==> src/hw/rtl/dds_pkg.sv <==
// ----------------------------------------------------------------------------
// dds_pkg: shared types and constants
// Pipeline load strobes, register map and settings for the drive step block.
// ----------------------------------------------------------------------------
package dds_pkg;

  localparam int CFG_DATA_W  = 24;
  localparam int CFG_INDEX_W = 3;
  localparam int GAIN_W      = 12;
  localparam int DRIVE_W     = 8;
  localparam int LIMIT_W     = 7;
  localparam int SETTLE_W    = 8;
  localparam int AVG_W       = 24;
  localparam int STALL_W     = 5;
  localparam int GAIN_FRAC   = 8;
  localparam int WIDE_W      = 40;  // holds any intermediate magnitude for compares

  typedef enum logic [CFG_INDEX_W-1:0] {
    REG_TARGET_LEFT  = 3'd0,
    REG_TARGET_RIGHT = 3'd1,
    REG_DRIVE_LIMIT  = 3'd2,
    REG_GAIN_STRAIGHT = 3'd3,
    REG_GAIN_TURNING = 3'd4,
    REG_ACCEL_STRAIGHT = 3'd5,
    REG_ACCEL_TURNING = 3'd6,
    REG_SETTLE_ERROR = 3'd7
  } reg_index_t;

  // one load strobe per pipeline stage
  typedef struct packed {
    logic ld1;
    logic ld2;
    logic ld3;
    logic ld4;
  } pipe_ctl_t;

  // settings shared by both wheels
  typedef struct packed {
    logic [LIMIT_W-1:0]  drive_limit;
    logic [GAIN_W-1:0]   gain_straight;
    logic [GAIN_W-1:0]   gain_turning;
    logic [LIMIT_W-1:0]  accel_straight;
    logic [LIMIT_W-1:0]  accel_turning;
    logic [SETTLE_W-1:0] settle_error;
  } drive_cfg_t;

endpackage

==> src/hw/rtl/dds_if.sv <==
// ----------------------------------------------------------------------------
// dds_if: request channels
// Valid/ready channels for encoder positions in and drive commands out.
// ----------------------------------------------------------------------------
interface dds_in_if #(parameter int POSITION_BITS = 24);
  logic                            valid;
  logic                            ready;
  logic signed [POSITION_BITS-1:0] left_position;
  logic signed [POSITION_BITS-1:0] right_position;
  logic                            new_move;

  modport source (output valid, left_position, right_position, new_move, input ready);
  modport sink (input valid, left_position, right_position, new_move, output ready);
endinterface

interface dds_out_if;
  logic              valid;
  logic              ready;
  logic signed [7:0] left_drive;
  logic signed [7:0] right_drive;
  logic              finished;
  logic [23:0]       average_error;

  modport source (output valid, left_drive, right_drive, finished, average_error, input ready);
  modport sink (input valid, left_drive, right_drive, finished, average_error, output ready);
endinterface

==> src/hw/rtl/differential_drive_slew_p_step_top.sv <==
// ----------------------------------------------------------------------------
// differential_drive_slew_p_step_top: proportional drive step with slew limit
// Two wheel lanes form errors and gain products; a merge stage keeps the
// slew cap, stall count and exit state and registers the drive request.
// ----------------------------------------------------------------------------
//  channel   dir  handshake     payload
//  in_ch     in   valid/ready   left_position, right_position, new_move
//  out_ch    out  valid/ready   left_drive, right_drive, finished, average_error
//  cfg       in   cfg_write     cfg_index, cfg_data (write only)
//
//  One request per clock sustained while out_ch takes each result; out_ch.valid
//  rises when a request has passed four register stages (error, magnitude,
//  multiply, state/clamp); the error stage loads on the accepting edge itself.
//  The loop state (slew cap, last error, stall count, done) closes within the
//  last stage alone, so back-to-back requests need no bubbles.
//  Each stage holds when the one after it is full and stalled; in_ch.ready
//  drops only when every stage is full and out_ch is not taken.
//  rst is synchronous: clears the pipeline and loop state, loads register
//  defaults.
// ----------------------------------------------------------------------------
module differential_drive_slew_p_step_top
  import dds_pkg::*;
#(
  parameter int STALL_TICKS   = 20,
  parameter int POSITION_BITS = 24
) (
  input  logic                   clk,
  input  logic                   rst,
  dds_in_if.sink                 in_ch,
  dds_out_if.source              out_ch,
  input  logic                   cfg_write,
  input  logic [CFG_INDEX_W-1:0] cfg_index,
  input  logic [CFG_DATA_W-1:0]  cfg_data
);

  // configuration registers
  logic signed [POSITION_BITS-1:0] target_left_ticks;
  logic signed [POSITION_BITS-1:0] target_right_ticks;
  drive_cfg_t                      cfg;

  always_ff @(posedge clk) begin
    if (rst) begin
      target_left_ticks  <= '0;
      target_right_ticks <= '0;
      cfg.drive_limit    <= LIMIT_W'(115);
      cfg.gain_straight  <= GAIN_W'(38);
      cfg.gain_turning   <= GAIN_W'(179);
      cfg.accel_straight <= LIMIT_W'(5);
      cfg.accel_turning  <= LIMIT_W'(4);
      cfg.settle_error   <= SETTLE_W'(5);
    end else if (cfg_write) begin
      case (reg_index_t'(cfg_index))
        // 24-bit register data, resized to a POSITION_BITS-wide target
        REG_TARGET_LEFT:    target_left_ticks  <= POSITION_BITS'(cfg_data);
        REG_TARGET_RIGHT:   target_right_ticks <= POSITION_BITS'(cfg_data);
        REG_DRIVE_LIMIT:    cfg.drive_limit    <= cfg_data[LIMIT_W-1:0];
        REG_GAIN_STRAIGHT:  cfg.gain_straight  <= cfg_data[GAIN_W-1:0];
        REG_GAIN_TURNING:   cfg.gain_turning   <= cfg_data[GAIN_W-1:0];
        REG_ACCEL_STRAIGHT: cfg.accel_straight <= cfg_data[LIMIT_W-1:0];
        REG_ACCEL_TURNING:  cfg.accel_turning  <= cfg_data[LIMIT_W-1:0];
        REG_SETTLE_ERROR:   cfg.settle_error   <= cfg_data[SETTLE_W-1:0];
        default: ;
      endcase
    end
  end

  // pipeline occupancy; each stage advances when the next has room
  logic v1, v2, v3, v4;
  logic rdy1, rdy2, rdy3, rdy4;
  pipe_ctl_t ctl;

  assign rdy4 = !v4 || out_ch.ready;
  assign rdy3 = !v3 || rdy4;
  assign rdy2 = !v2 || rdy3;
  assign rdy1 = !v1 || rdy2;

  assign ctl.ld1 = in_ch.valid && rdy1;
  assign ctl.ld2 = v1 && rdy2;
  assign ctl.ld3 = v2 && rdy3;
  assign ctl.ld4 = v3 && rdy4;

  always_ff @(posedge clk) begin
    if (rst) begin
      v1 <= 1'b0;
      v2 <= 1'b0;
      v3 <= 1'b0;
      v4 <= 1'b0;
    end else begin
      v1 <= ctl.ld1 || (v1 && !ctl.ld2);
      v2 <= ctl.ld2 || (v2 && !ctl.ld3);
      v3 <= ctl.ld3 || (v3 && !ctl.ld4);
      v4 <= ctl.ld4 || (v4 && !out_ch.ready);
    end
  end

  assign in_ch.ready  = rdy1;
  assign out_ch.valid = v4;

  // lanes
  logic [GAIN_W-1:0]               gain;
  logic                            l_err_neg, l_err_nz, r_err_neg, r_err_nz;
  logic [POSITION_BITS:0]          l_mag, r_mag;
  logic [POSITION_BITS+GAIN_W:0]   l_prod, r_prod;
  logic                            l_prod_neg, r_prod_neg;

  dds_lane #(.POSITION_BITS(POSITION_BITS)) u_lane_left (
    .clk      (clk),
    .ctl      (ctl),
    .position (in_ch.left_position),
    .target   (target_left_ticks),
    .gain     (gain),
    .err_neg  (l_err_neg),
    .err_nz   (l_err_nz),
    .mag      (l_mag),
    .prod     (l_prod),
    .prod_neg (l_prod_neg)
  );

  dds_lane #(.POSITION_BITS(POSITION_BITS)) u_lane_right (
    .clk      (clk),
    .ctl      (ctl),
    .position (in_ch.right_position),
    .target   (target_right_ticks),
    .gain     (gain),
    .err_neg  (r_err_neg),
    .err_nz   (r_err_nz),
    .mag      (r_mag),
    .prod     (r_prod),
    .prod_neg (r_prod_neg)
  );

  dds_merge #(
    .POSITION_BITS (POSITION_BITS),
    .STALL_TICKS   (STALL_TICKS)
  ) u_merge (
    .clk           (clk),
    .rst           (rst),
    .ctl           (ctl),
    .cfg           (cfg),
    .new_move      (in_ch.new_move),
    .l_err_neg     (l_err_neg),
    .l_err_nz      (l_err_nz),
    .r_err_neg     (r_err_neg),
    .r_err_nz      (r_err_nz),
    .l_mag         (l_mag),
    .r_mag         (r_mag),
    .l_prod        (l_prod),
    .r_prod        (r_prod),
    .l_prod_neg    (l_prod_neg),
    .r_prod_neg    (r_prod_neg),
    .gain          (gain),
    .left_drive    (out_ch.left_drive),
    .right_drive   (out_ch.right_drive),
    .finished      (out_ch.finished),
    .average_error (out_ch.average_error)
  );

  // a finished move drives nothing
  assert property (@(posedge clk) disable iff (rst)
    (out_ch.valid && out_ch.finished) |-> (out_ch.left_drive == 0 && out_ch.right_drive == 0))
    else $error("drive nonzero on finished request");

  // drives never exceed the configured limit
  assert property (@(posedge clk) disable iff (rst)
    out_ch.valid |-> ($signed(out_ch.left_drive) <= $signed({1'b0, cfg.drive_limit}) &&
                      $signed(out_ch.left_drive) >= -$signed({1'b0, cfg.drive_limit})))
    else $error("left drive beyond limit");

  assert property (@(posedge clk) disable iff (rst)
    out_ch.valid |-> ($signed(out_ch.right_drive) <= $signed({1'b0, cfg.drive_limit}) &&
                      $signed(out_ch.right_drive) >= -$signed({1'b0, cfg.drive_limit})))
    else $error("right drive beyond limit");

endmodule

==> src/hw/rtl/dds_lane.sv <==
// ----------------------------------------------------------------------------
// dds_lane: one wheel's error path
// Error to target, magnitude and sign, then magnitude times the Q4.8 gain.
// ----------------------------------------------------------------------------
module dds_lane
  import dds_pkg::*;
#(
  parameter int POSITION_BITS = 24
) (
  input  logic                             clk,
  input  pipe_ctl_t                        ctl,
  input  logic signed [POSITION_BITS-1:0]  position,
  input  logic signed [POSITION_BITS-1:0]  target,
  input  logic [GAIN_W-1:0]                gain,
  output logic                             err_neg,
  output logic                             err_nz,
  output logic [POSITION_BITS:0]           mag,
  output logic [POSITION_BITS+GAIN_W:0]    prod,
  output logic                             prod_neg
);

  localparam int EW = POSITION_BITS + 1;
  localparam int PW = POSITION_BITS + GAIN_W + 1;

  logic signed [EW-1:0] err1;
  logic                 neg2;
  logic [EW-1:0]        mag2;

  // stage 1: signed error, one bit wider than the positions
  always_ff @(posedge clk) begin
    if (ctl.ld1) begin
      err1 <= EW'(target) - EW'(position);
    end
  end

  assign err_neg = err1[EW-1];
  assign err_nz  = |err1;

  // stage 2: magnitude and sign
  always_ff @(posedge clk) begin
    if (ctl.ld2) begin
      neg2 <= err1[EW-1];
      mag2 <= err1[EW-1] ? EW'(-err1) : EW'(err1);
    end
  end

  assign mag = mag2;

  // stage 3: gain product, shifted later
  always_ff @(posedge clk) begin
    if (ctl.ld3) begin
      prod     <= PW'(mag2) * PW'(gain);
      prod_neg <= neg2;
    end
  end

endmodule

==> src/hw/rtl/dds_merge.sv <==
// ----------------------------------------------------------------------------
// dds_merge: combines both lanes
// Straight/turn choice, average error, slew cap, exit logic and result register.
// ----------------------------------------------------------------------------
module dds_merge
  import dds_pkg::*;
#(
  parameter int POSITION_BITS = 24,
  parameter int STALL_TICKS   = 20
) (
  input  logic                          clk,
  input  logic                          rst,
  input  pipe_ctl_t                     ctl,
  input  drive_cfg_t                    cfg,
  input  logic                          new_move,
  input  logic                          l_err_neg,
  input  logic                          l_err_nz,
  input  logic                          r_err_neg,
  input  logic                          r_err_nz,
  input  logic [POSITION_BITS:0]        l_mag,
  input  logic [POSITION_BITS:0]        r_mag,
  input  logic [POSITION_BITS+GAIN_W:0] l_prod,
  input  logic [POSITION_BITS+GAIN_W:0] r_prod,
  input  logic                          l_prod_neg,
  input  logic                          r_prod_neg,
  output logic [GAIN_W-1:0]             gain,
  output logic signed [DRIVE_W-1:0]     left_drive,
  output logic signed [DRIVE_W-1:0]     right_drive,
  output logic                          finished,
  output logic [AVG_W-1:0]              average_error
);

  localparam int SW = POSITION_BITS + 2;
  localparam int PW = POSITION_BITS + GAIN_W + 1;
  localparam logic [STALL_W-1:0] STALL_MAX = '1;
  localparam logic [STALL_W-1:0] STALL_LIM = STALL_W'(STALL_TICKS);

  logic nm1, nm2, nm3;
  logic straight2, straight3;
  logic [AVG_W-1:0] avg3;

  // loop state
  logic [LIMIT_W-1:0] slew_cap;
  logic [AVG_W-1:0]   previous_error;
  logic [STALL_W-1:0] stall_count;
  logic               done_flag;

  // zero is its own sign
  logic straight_now;
  assign straight_now = (l_err_nz == r_err_nz) && (!l_err_nz || (l_err_neg == r_err_neg));

  logic [SW-1:0]     mag_sum;
  logic [WIDE_W-1:0] half_w;
  logic [AVG_W-1:0]  avg_now;
  assign mag_sum = SW'(l_mag) + SW'(r_mag);
  assign half_w  = WIDE_W'(mag_sum[SW-1:1]);
  assign avg_now = (half_w > WIDE_W'({AVG_W{1'b1}})) ? {AVG_W{1'b1}} : half_w[AVG_W-1:0];

  assign gain = straight2 ? cfg.gain_straight : cfg.gain_turning;

  always_ff @(posedge clk) begin
    if (ctl.ld1) begin
      nm1 <= new_move;
    end
    if (ctl.ld2) begin
      nm2       <= nm1;
      straight2 <= straight_now;
    end
    if (ctl.ld3) begin
      nm3       <= nm2;
      straight3 <= straight2;
      avg3      <= avg_now;
    end
  end

  // stage 4: state update, seen with a new move clearing it first
  logic [LIMIT_W-1:0] eff_slew;
  logic [AVG_W-1:0]   eff_prev;
  logic [STALL_W-1:0] eff_stall;
  logic               eff_done;
  logic [LIMIT_W-1:0] accel;
  logic [LIMIT_W:0]   cap_sum;
  logic [LIMIT_W-1:0] cap;
  logic [STALL_W-1:0] stall_next;
  logic               exit_now;
  logic               done_next;
  logic [LIMIT_W-1:0] slew_next;
  logic [AVG_W-1:0]   prev_next;
  logic [LIMIT_W-1:0] l_mag_drv, r_mag_drv;
  logic [WIDE_W-1:0]  l_sh, r_sh;

  always_comb begin
    eff_slew  = nm3 ? '0 : slew_cap;
    eff_prev  = nm3 ? '0 : previous_error;
    eff_stall = nm3 ? '0 : stall_count;
    eff_done  = nm3 ? 1'b0 : done_flag;

    accel   = straight3 ? cfg.accel_straight : cfg.accel_turning;
    cap_sum = (LIMIT_W+1)'(eff_slew) + (LIMIT_W+1)'(accel);
    cap     = (cap_sum > (LIMIT_W+1)'(cfg.drive_limit)) ? cfg.drive_limit
                                                         : cap_sum[LIMIT_W-1:0];

    if (eff_prev == avg3) begin
      stall_next = (eff_stall < STALL_MAX) ? eff_stall + 1'b1 : eff_stall;
    end else begin
      stall_next = '0;
    end

    exit_now = ((eff_prev < AVG_W'(cfg.settle_error)) && (avg3 < AVG_W'(cfg.settle_error)))
               || (stall_next >= STALL_LIM);

    l_sh = WIDE_W'(l_prod[PW-1:GAIN_FRAC]);
    r_sh = WIDE_W'(r_prod[PW-1:GAIN_FRAC]);
    l_mag_drv = (l_sh > WIDE_W'(cap)) ? cap : l_sh[LIMIT_W-1:0];
    r_mag_drv = (r_sh > WIDE_W'(cap)) ? cap : r_sh[LIMIT_W-1:0];

    if (eff_done) begin
      done_next  = 1'b1;
      slew_next  = eff_slew;
      prev_next  = eff_prev;
      stall_next = eff_stall;
    end else begin
      done_next = exit_now;
      slew_next = cap;
      prev_next = exit_now ? eff_prev : avg3;
    end
  end

  always_ff @(posedge clk) begin
    if (rst) begin
      slew_cap       <= '0;
      previous_error <= '0;
      stall_count    <= '0;
      done_flag      <= 1'b0;
    end else if (ctl.ld4) begin
      slew_cap       <= slew_next;
      previous_error <= prev_next;
      stall_count    <= stall_next;
      done_flag      <= done_next;
    end
  end

  always_ff @(posedge clk) begin
    if (ctl.ld4) begin
      finished      <= done_next;
      average_error <= avg3;
      if (done_next) begin
        left_drive  <= '0;
        right_drive <= '0;
      end else begin
        left_drive  <= l_prod_neg ? -DRIVE_W'(l_mag_drv) : DRIVE_W'(l_mag_drv);
        right_drive <= r_prod_neg ? -DRIVE_W'(r_mag_drv) : DRIVE_W'(r_mag_drv);
      end
    end
  end

endmodule

==> src/flat_wrapper.sv <==
// flat-port wrapper written by rule: the top's interface ports become plain ports
module differential_drive_slew_p_step_top_flat import dds_pkg::*;
#(
  parameter int STALL_TICKS   = 20,
  parameter int POSITION_BITS = 24
)
  (clk, rst, cfg_write, cfg_index, cfg_data, in_ch_valid, in_ch_left_position, in_ch_right_position, in_ch_new_move, in_ch_ready, out_ch_valid, out_ch_left_drive, out_ch_right_drive, out_ch_finished, out_ch_average_error, out_ch_ready);
  dds_in_if #(.POSITION_BITS(POSITION_BITS)) in_ch_i ();
  dds_out_if out_ch_i ();
  input  logic clk;
  input  logic rst;
  input  logic cfg_write;
  input  logic [CFG_INDEX_W-1:0] cfg_index;
  input  logic [CFG_DATA_W-1:0] cfg_data;
  input wire logic [$bits(in_ch_i.valid)-1:0] in_ch_valid;
  input wire logic [$bits(in_ch_i.left_position)-1:0] in_ch_left_position;
  input wire logic [$bits(in_ch_i.right_position)-1:0] in_ch_right_position;
  input wire logic [$bits(in_ch_i.new_move)-1:0] in_ch_new_move;
  output wire logic [$bits(in_ch_i.ready)-1:0] in_ch_ready;
  output wire logic [$bits(out_ch_i.valid)-1:0] out_ch_valid;
  output wire logic [$bits(out_ch_i.left_drive)-1:0] out_ch_left_drive;
  output wire logic [$bits(out_ch_i.right_drive)-1:0] out_ch_right_drive;
  output wire logic [$bits(out_ch_i.finished)-1:0] out_ch_finished;
  output wire logic [$bits(out_ch_i.average_error)-1:0] out_ch_average_error;
  input wire logic [$bits(out_ch_i.ready)-1:0] out_ch_ready;
  assign in_ch_i.valid = in_ch_valid;
  assign in_ch_i.left_position = in_ch_left_position;
  assign in_ch_i.right_position = in_ch_right_position;
  assign in_ch_i.new_move = in_ch_new_move;
  assign in_ch_ready = in_ch_i.ready;
  assign out_ch_valid = out_ch_i.valid;
  assign out_ch_left_drive = out_ch_i.left_drive;
  assign out_ch_right_drive = out_ch_i.right_drive;
  assign out_ch_finished = out_ch_i.finished;
  assign out_ch_average_error = out_ch_i.average_error;
  assign out_ch_i.ready = out_ch_ready;
  differential_drive_slew_p_step_top #(.STALL_TICKS(STALL_TICKS), .POSITION_BITS(POSITION_BITS)) u_core (.clk(clk), .rst(rst), .in_ch(in_ch_i), .out_ch(out_ch_i), .cfg_write(cfg_write), .cfg_index(cfg_index), .cfg_data(cfg_data));
endmodule
==> config.mk <==
export PLATFORM = sky130hd
export DESIGN_NAME = differential_drive_slew_p_step_top_flat
export DESIGN_NICKNAME = d
export VERILOG_FILES = /design/src/hw/rtl/dds_pkg.sv /design/src/hw/rtl/dds_if.sv /design/src/hw/rtl/differential_drive_slew_p_step_top.sv /design/src/hw/rtl/dds_lane.sv /design/src/hw/rtl/dds_merge.sv /design/src/flat_wrapper.sv
export SDC_FILE = /design/constraint.sdc
export NUM_CORES = 2
export LEC_CHECK = 0
export BUFFER_PORTS_ARGS = -buffer_cell sky130_fd_sc_hd__buf_4
export CORE_ASPECT_RATIO = 1.25
export CORE_MARGIN = 1.5
export CORE_UTILIZATION = 44
export CTS_BUF_LIST = sky130_fd_sc_hd__clkbuf_4
export CTS_CLUSTER_SIZE = 28
export DETAILED_ROUTE_END_ITERATION = 16
export HOLD_SLACK_MARGIN = 0.06
export SLEW_MARGIN = 20
export SYNTH_ARGS = -nofsm -noshare
export SYNTH_HDL_FRONTEND = slang
export SYNTH_SLANG_ARGS = --single-unit
export TNS_END_PERCENT = 100
==> constraint.sdc <==
create_clock -name clk -period 9.45 [get_ports clk]
set_input_delay 1.89 -clock clk [delete_from_list [all_inputs] [get_ports clk]]
set_output_delay 1.89 -clock clk [all_outputs]
set_load 0.005 [all_outputs]
==> impl_table.tex <==
\begin{tabular}{lr}
\hline
Metric & Value \\
\hline
\multicolumn{2}{l}{\textbf{Run status}} \\
\quad Result of the run & finished, final reports clean \\
\multicolumn{2}{l}{\textbf{Worst setup path}} \\
\quad Critical Setup Path Class & flip-flop to flip-flop \\
\quad Data arrival at the endpoint of the critical path & 8450 ps \\
\quad Critical-path top delay cell & sky130\_fd\_sc\_hd\_\_edfxtp\_1 \\
\quad Critical path peak fanout & 26 \\
\quad Worst setup SP type & flip-flop \\
\quad CP Data Required Time & 10,150 ps \\
\quad Crit path top cell by count & sky130\_fd\_sc\_hd\_\_fa\_1 \\
\quad Cell Chain, Critical Path & mux2\_2, buf\_4, nand2\_1, fa\_1, inv\_1, ha\_1, fa\_1, inv\_1, fa\_1, fa\_1, inv\_1, ha\_1, o21a\_1, nor2\_1, a311oi\_1, o2111ai\_1, a21oi\_1, o31ai\_1, o31a\_1, a311oi\_1, o21a\_1, nor2\_1, xnor2\_1 \\
\quad Kind of end point of the critical path & flip-flop \\
\quad Largest stage delay, worst path & 760 ps \\
\multicolumn{2}{l}{\textbf{Global routing}} \\
\quad Total routing usage reported by global routing & 23.6\% \\
\quad Initial antenna violation count & 5 \\
\quad First-pass GRT wire length & 155,000 um \\
\quad Largest net degree at the start of global routing & 81 \\
\quad GR Overflow Total & 0 \\
\quad Number of global-route vias before repair & 28,700 \\
\multicolumn{2}{l}{\textbf{Placement}} \\
\quad Total of buffers placed on input and output ports & 123 \\
\quad Hpwl dp & 74,900 um \\
\quad Post-place instance area & 38,500 um\^{}2 \\
\quad Placed Cells incl. Taps & 4,983 \\
\quad Final estimated routing congestion in global placement & 0.890 \\
\multicolumn{2}{l}{\textbf{STA}} \\
\quad Worst Hold Slack & 432 ps \\
\quad Max-slew violation total from the final report & 0 \\
\quad Worst-case headroom to the max-slew limit & 22.0\% \\
\quad Final worst path period share & 82.0\% \\
\quad Count of endpoints failing hold in the final timing report & 0 \\
\quad Final clock skew & 81.0 ps \\
\quad Total setup violations reported at the end of the flow & 0 \\
\quad Fmax & 0.129 GHz \\
\quad Setup TNS Final & 0 ps \\
\quad Shortest period the worst path allows & 7750 ps \\
\quad Transition time of the tightest slew-check pin & 1160 ps \\
\quad Setup repair after global routing missed its margin & false \\
\multicolumn{2}{l}{\textbf{Synthesis}} \\
\quad Top post-synthesis cells by area & sky130\_fd\_sc\_hd\_\_fa\_1, sky130\_fd\_sc\_hd\_\_edfxtp\_1, sky130\_fd\_sc\_hd\_\_ha\_1 \\
\quad Number of instances in the synthesized netlist & 3,930 \\
\quad Top cells by count, synth & sky130\_fd\_sc\_hd\_\_nand2\_1, sky130\_fd\_sc\_hd\_\_inv\_1, sky130\_fd\_sc\_hd\_\_fa\_1, sky130\_fd\_sc\_hd\_\_ha\_1, sky130\_fd\_sc\_hd\_\_edfxtp\_1 \\
\quad Area fraction of the dominant cell type after synthesis & 25.2\% \\
\quad Share of flip-flops with an asynchronous set or reset after synthesis & 0\% \\
\quad Mapped Avg Cell Area & 9.33 um\^{}2 \\
\quad Library cell with the highest instance count after synthesis & sky130\_fd\_sc\_hd\_\_nand2\_1 \\
\quad Top FF cell, synth & sky130\_fd\_sc\_hd\_\_edfxtp\_1 \\
\quad Fraction of the mapped netlist area in compound gates & 9.23\% \\
\quad Dominant combinational cell family by area after synthesis & adder cells \\
\quad Largest area contributor in the synthesized netlist & sky130\_fd\_sc\_hd\_\_fa\_1 \\
\quad Share of the yosys chip area belonging to registers & 26.8\% \\
\quad Number of enable flip-flop cells after synthesis & 232 \\
\quad Mapped Nets & 4,724 \\
\quad Number of storage elements in the synthesis netlist & 374 \\
\quad Area share of xor/xnor cells in the synthesized design & 3.89\% \\
\quad Mux contribution to synthesized area & 1.16\% \\
\quad Simple-gate portion of the synthesized area & 17.7\% \\
\quad Post-synthesis adder-cell area fraction & 33.8\% \\
\quad Number of warnings printed during yosys synthesis & 0 \\
\quad Count of unique library cells instantiated by Yosys & 78 \\
\quad Combined area of all synthesized cells & 36,700 um\^{}2 \\
\multicolumn{2}{l}{\textbf{Die}} \\
\quad Total Die Area & 85,100 um\^{}2 \\
\quad I/O pin cnt & 124 \\
\quad Site Rows & 118 \\
\quad Core region area & 82,700 um\^{}2 \\
\quad Die boundary width & 261 um \\
\quad Height of the chip & 326 um \\
\quad Starting density of the core & 44.3\% \\
\multicolumn{2}{l}{\textbf{Finish}} \\
\quad Final-stage net count & 4,800 \\
\quad Layout cell share with drive strength beyond 1 & 8.97\% \\
\quad Summed area of non-filler cells in the final layout & 39,800 um\^{}2 \\
\quad FILL cells & 8,014 \\
\quad Post-layout instance count excluding filler cells & 5,173 \\
\quad Area growth from synthesis to layout & 8.64\% \\
\multicolumn{2}{l}{\textbf{Route}} \\
\quad Total wire length after detailed routing & 98,600 um \\
\quad Antenna-violating nets left & 0 \\
\quad Via count & 27,800 \\
\quad Via density & 5.37 \\
\quad Mean routed wirelength per cell & 19.1 um \\
\quad Initial DRT Pass Iterations & 5 \\
\quad Starting DRT DRC Count & 1,820 \\
\quad DRC violations left & 0 \\
\multicolumn{2}{l}{\textbf{Pwr}} \\
\quad Power per cell area & 185 nW/um\^{}2 \\
\quad Leakage power figure & 0.0176 uW \\
\quad Total Power & 7380 uW \\
\quad Worst voltage drop across the vdd grid & 0.000142 V \\
\multicolumn{2}{l}{\textbf{Clocking}} \\
\quad Clock buffers created by TritonCTS & 101 \\
\quad Post-CTS setup buffers & 0 \\
\quad H-tree levels & 3 \\
\quad Quantity of gates resized following cts & 0 \\
\quad Clock Sink Count & 374 \\
\quad Clock tree from TritonCTS & done \\
\quad Number of hold-repair buffers added at the cts stage & 0 \\
\quad Clock slew seen by the registers of the worst setup and hold paths & 70 ps \\
\quad Worst-Skew Late Latency & 950 ps \\
\quad Max Root-Sink Buffers & 3 \\
\quad Root buf cell & sky130\_fd\_sc\_hd\_\_clkbuf\_4 \\
\multicolumn{2}{l}{\textbf{Min path}} \\
\quad Tightest Hold Check Type & flip-flop to flip-flop \\
\multicolumn{2}{l}{\textbf{Run}} \\
\quad Max capacitance violation total & 0 \\
\hline
\end{tabular}
-- final cells by class --
type | instances | area [um^2] | share of cell area (%)
Sequential cell | 374 | 9810 | 24.6
Multi-Input combinational cell | 2834 | 24200 | 60.6
Tap cell | 1080 | 1350 | 3.39
Timing Repair Buffer | 150 | 1130 | 2.83
Inverter | 545 | 2050 | 5.14
Antenna cell | 3 | 7.51 | 0.0188
Clock inverter | 30 | 160 | 0.402
Clock buffer | 157 | 1180 | 2.96
-- metal layers --
layer  GRT usage (%)  up-vias  wire, um
li1                -    13000         -
met1            28.4    13800     39500
met2            41.1      791     49100
met3            4.58      208      6030
met4            9.62        8      3900
met5               0        -        54
-- layout by cell type (no fill, tap or decap), types with 22 or more instances in the layout --
master / n
sky130_fd_sc_hd__a211oi_1: 26
sky130_fd_sc_hd__a21o_1: 31
sky130_fd_sc_hd__a21oi_1: 150
sky130_fd_sc_hd__a22oi_1: 25
sky130_fd_sc_hd__a31oi_1: 23
sky130_fd_sc_hd__and2_1: 181
sky130_fd_sc_hd__buf_4: 150
sky130_fd_sc_hd__clkbuf_4: 157
sky130_fd_sc_hd__dfxtp_1: 142
sky130_fd_sc_hd__edfxtp_1: 232
sky130_fd_sc_hd__fa_1: 462
sky130_fd_sc_hd__ha_1: 251
sky130_fd_sc_hd__inv_1: 544
sky130_fd_sc_hd__nand2_1: 697
sky130_fd_sc_hd__nand2b_1: 25
sky130_fd_sc_hd__nand3_1: 38
sky130_fd_sc_hd__nor2_1: 212
sky130_fd_sc_hd__nor2b_1: 42
sky130_fd_sc_hd__nor3_1: 55
sky130_fd_sc_hd__nor4_1: 26
sky130_fd_sc_hd__o21a_1: 45
sky130_fd_sc_hd__o21ai_0: 89
sky130_fd_sc_hd__o31ai_1: 22
sky130_fd_sc_hd__xnor2_1: 138
sky130_fd_sc_hd__xor2_1: 25
-- path summary, 6_finish.rpt --
path | cells past startpoint | to | slack, ps | from
max | 23 | u_core.u_lane_left.prod[35] | 1700 | u_core.u_merge.straight2
min reg2reg | 0 | u_core.u_merge.nm2 | 430 | u_core.u_merge.nm1
max reg2reg | 23 | u_core.u_lane_left.prod[35] | 1700 | u_core.u_merge.straight2
min | 0 | u_core.u_merge.nm2 | 430 | u_core.u_merge.nm1
-- per-stage QoR --
stage | util (%) | setup WS (ps)
2_1_floorplan | - | 583
4_1_cts | 48.2 | 1830
3_5_place_dp | 46.6 | 1780
6_report | 48.2 | 1700
5_1_grt | 48.2 | 1260
3_3_place_gp | 46.6 | 1890
-- state kept, by name (all words and copies together) (netlist names), 24 cells and up --
signal / count
u_core.u_merge.previous_error: 24
u_core.u_lane_right.err1: 25
u_core.u_lane_left.prod: 29
u_core.u_lane_left.mag: 25
u_core.target_right_ticks: 24
u_core.target_left_ticks: 24
u_core.u_lane_right.prod: 29
u_core.u_merge.avg3: 24
u_core.u_merge.average_error: 24
u_core.u_lane_left.err1: 25
u_core.u_lane_right.mag: 25
u_core.cfg: 53
-- cell families (layout without fill, tap and decap cells) --
kind of cell / Yosys count / in the layout
buf+inv: 722 / 882
mux: 40 / 40
compound gates: 519 / 519
simple gates: 1399 / 1399
other cells: 0 / 3
xor+xnor: 163 / 163
fa+ha+maj: 713 / 713
flops: 374 / 374
-- critical path: cells and delay by family (launching register included) --
kind                       cells  cell delay, ps
muxes                          1             730
adders and majority gates      6            2560
xor gates and xnor gates       1             110
AOI/OAI and AO/OA              8            2590
buffers and inverters          4             550
and+or+nand+nor                3             220
DFF                            1             760
-- power by group --
group / total, uW / internal [uW] / switching (uW)
clock: 1520 / 783 / 740
combinational: 3600 / 1550 / 2050
sequential: 2260 / 2080 / 179
(Power assumes the default switching activity.)
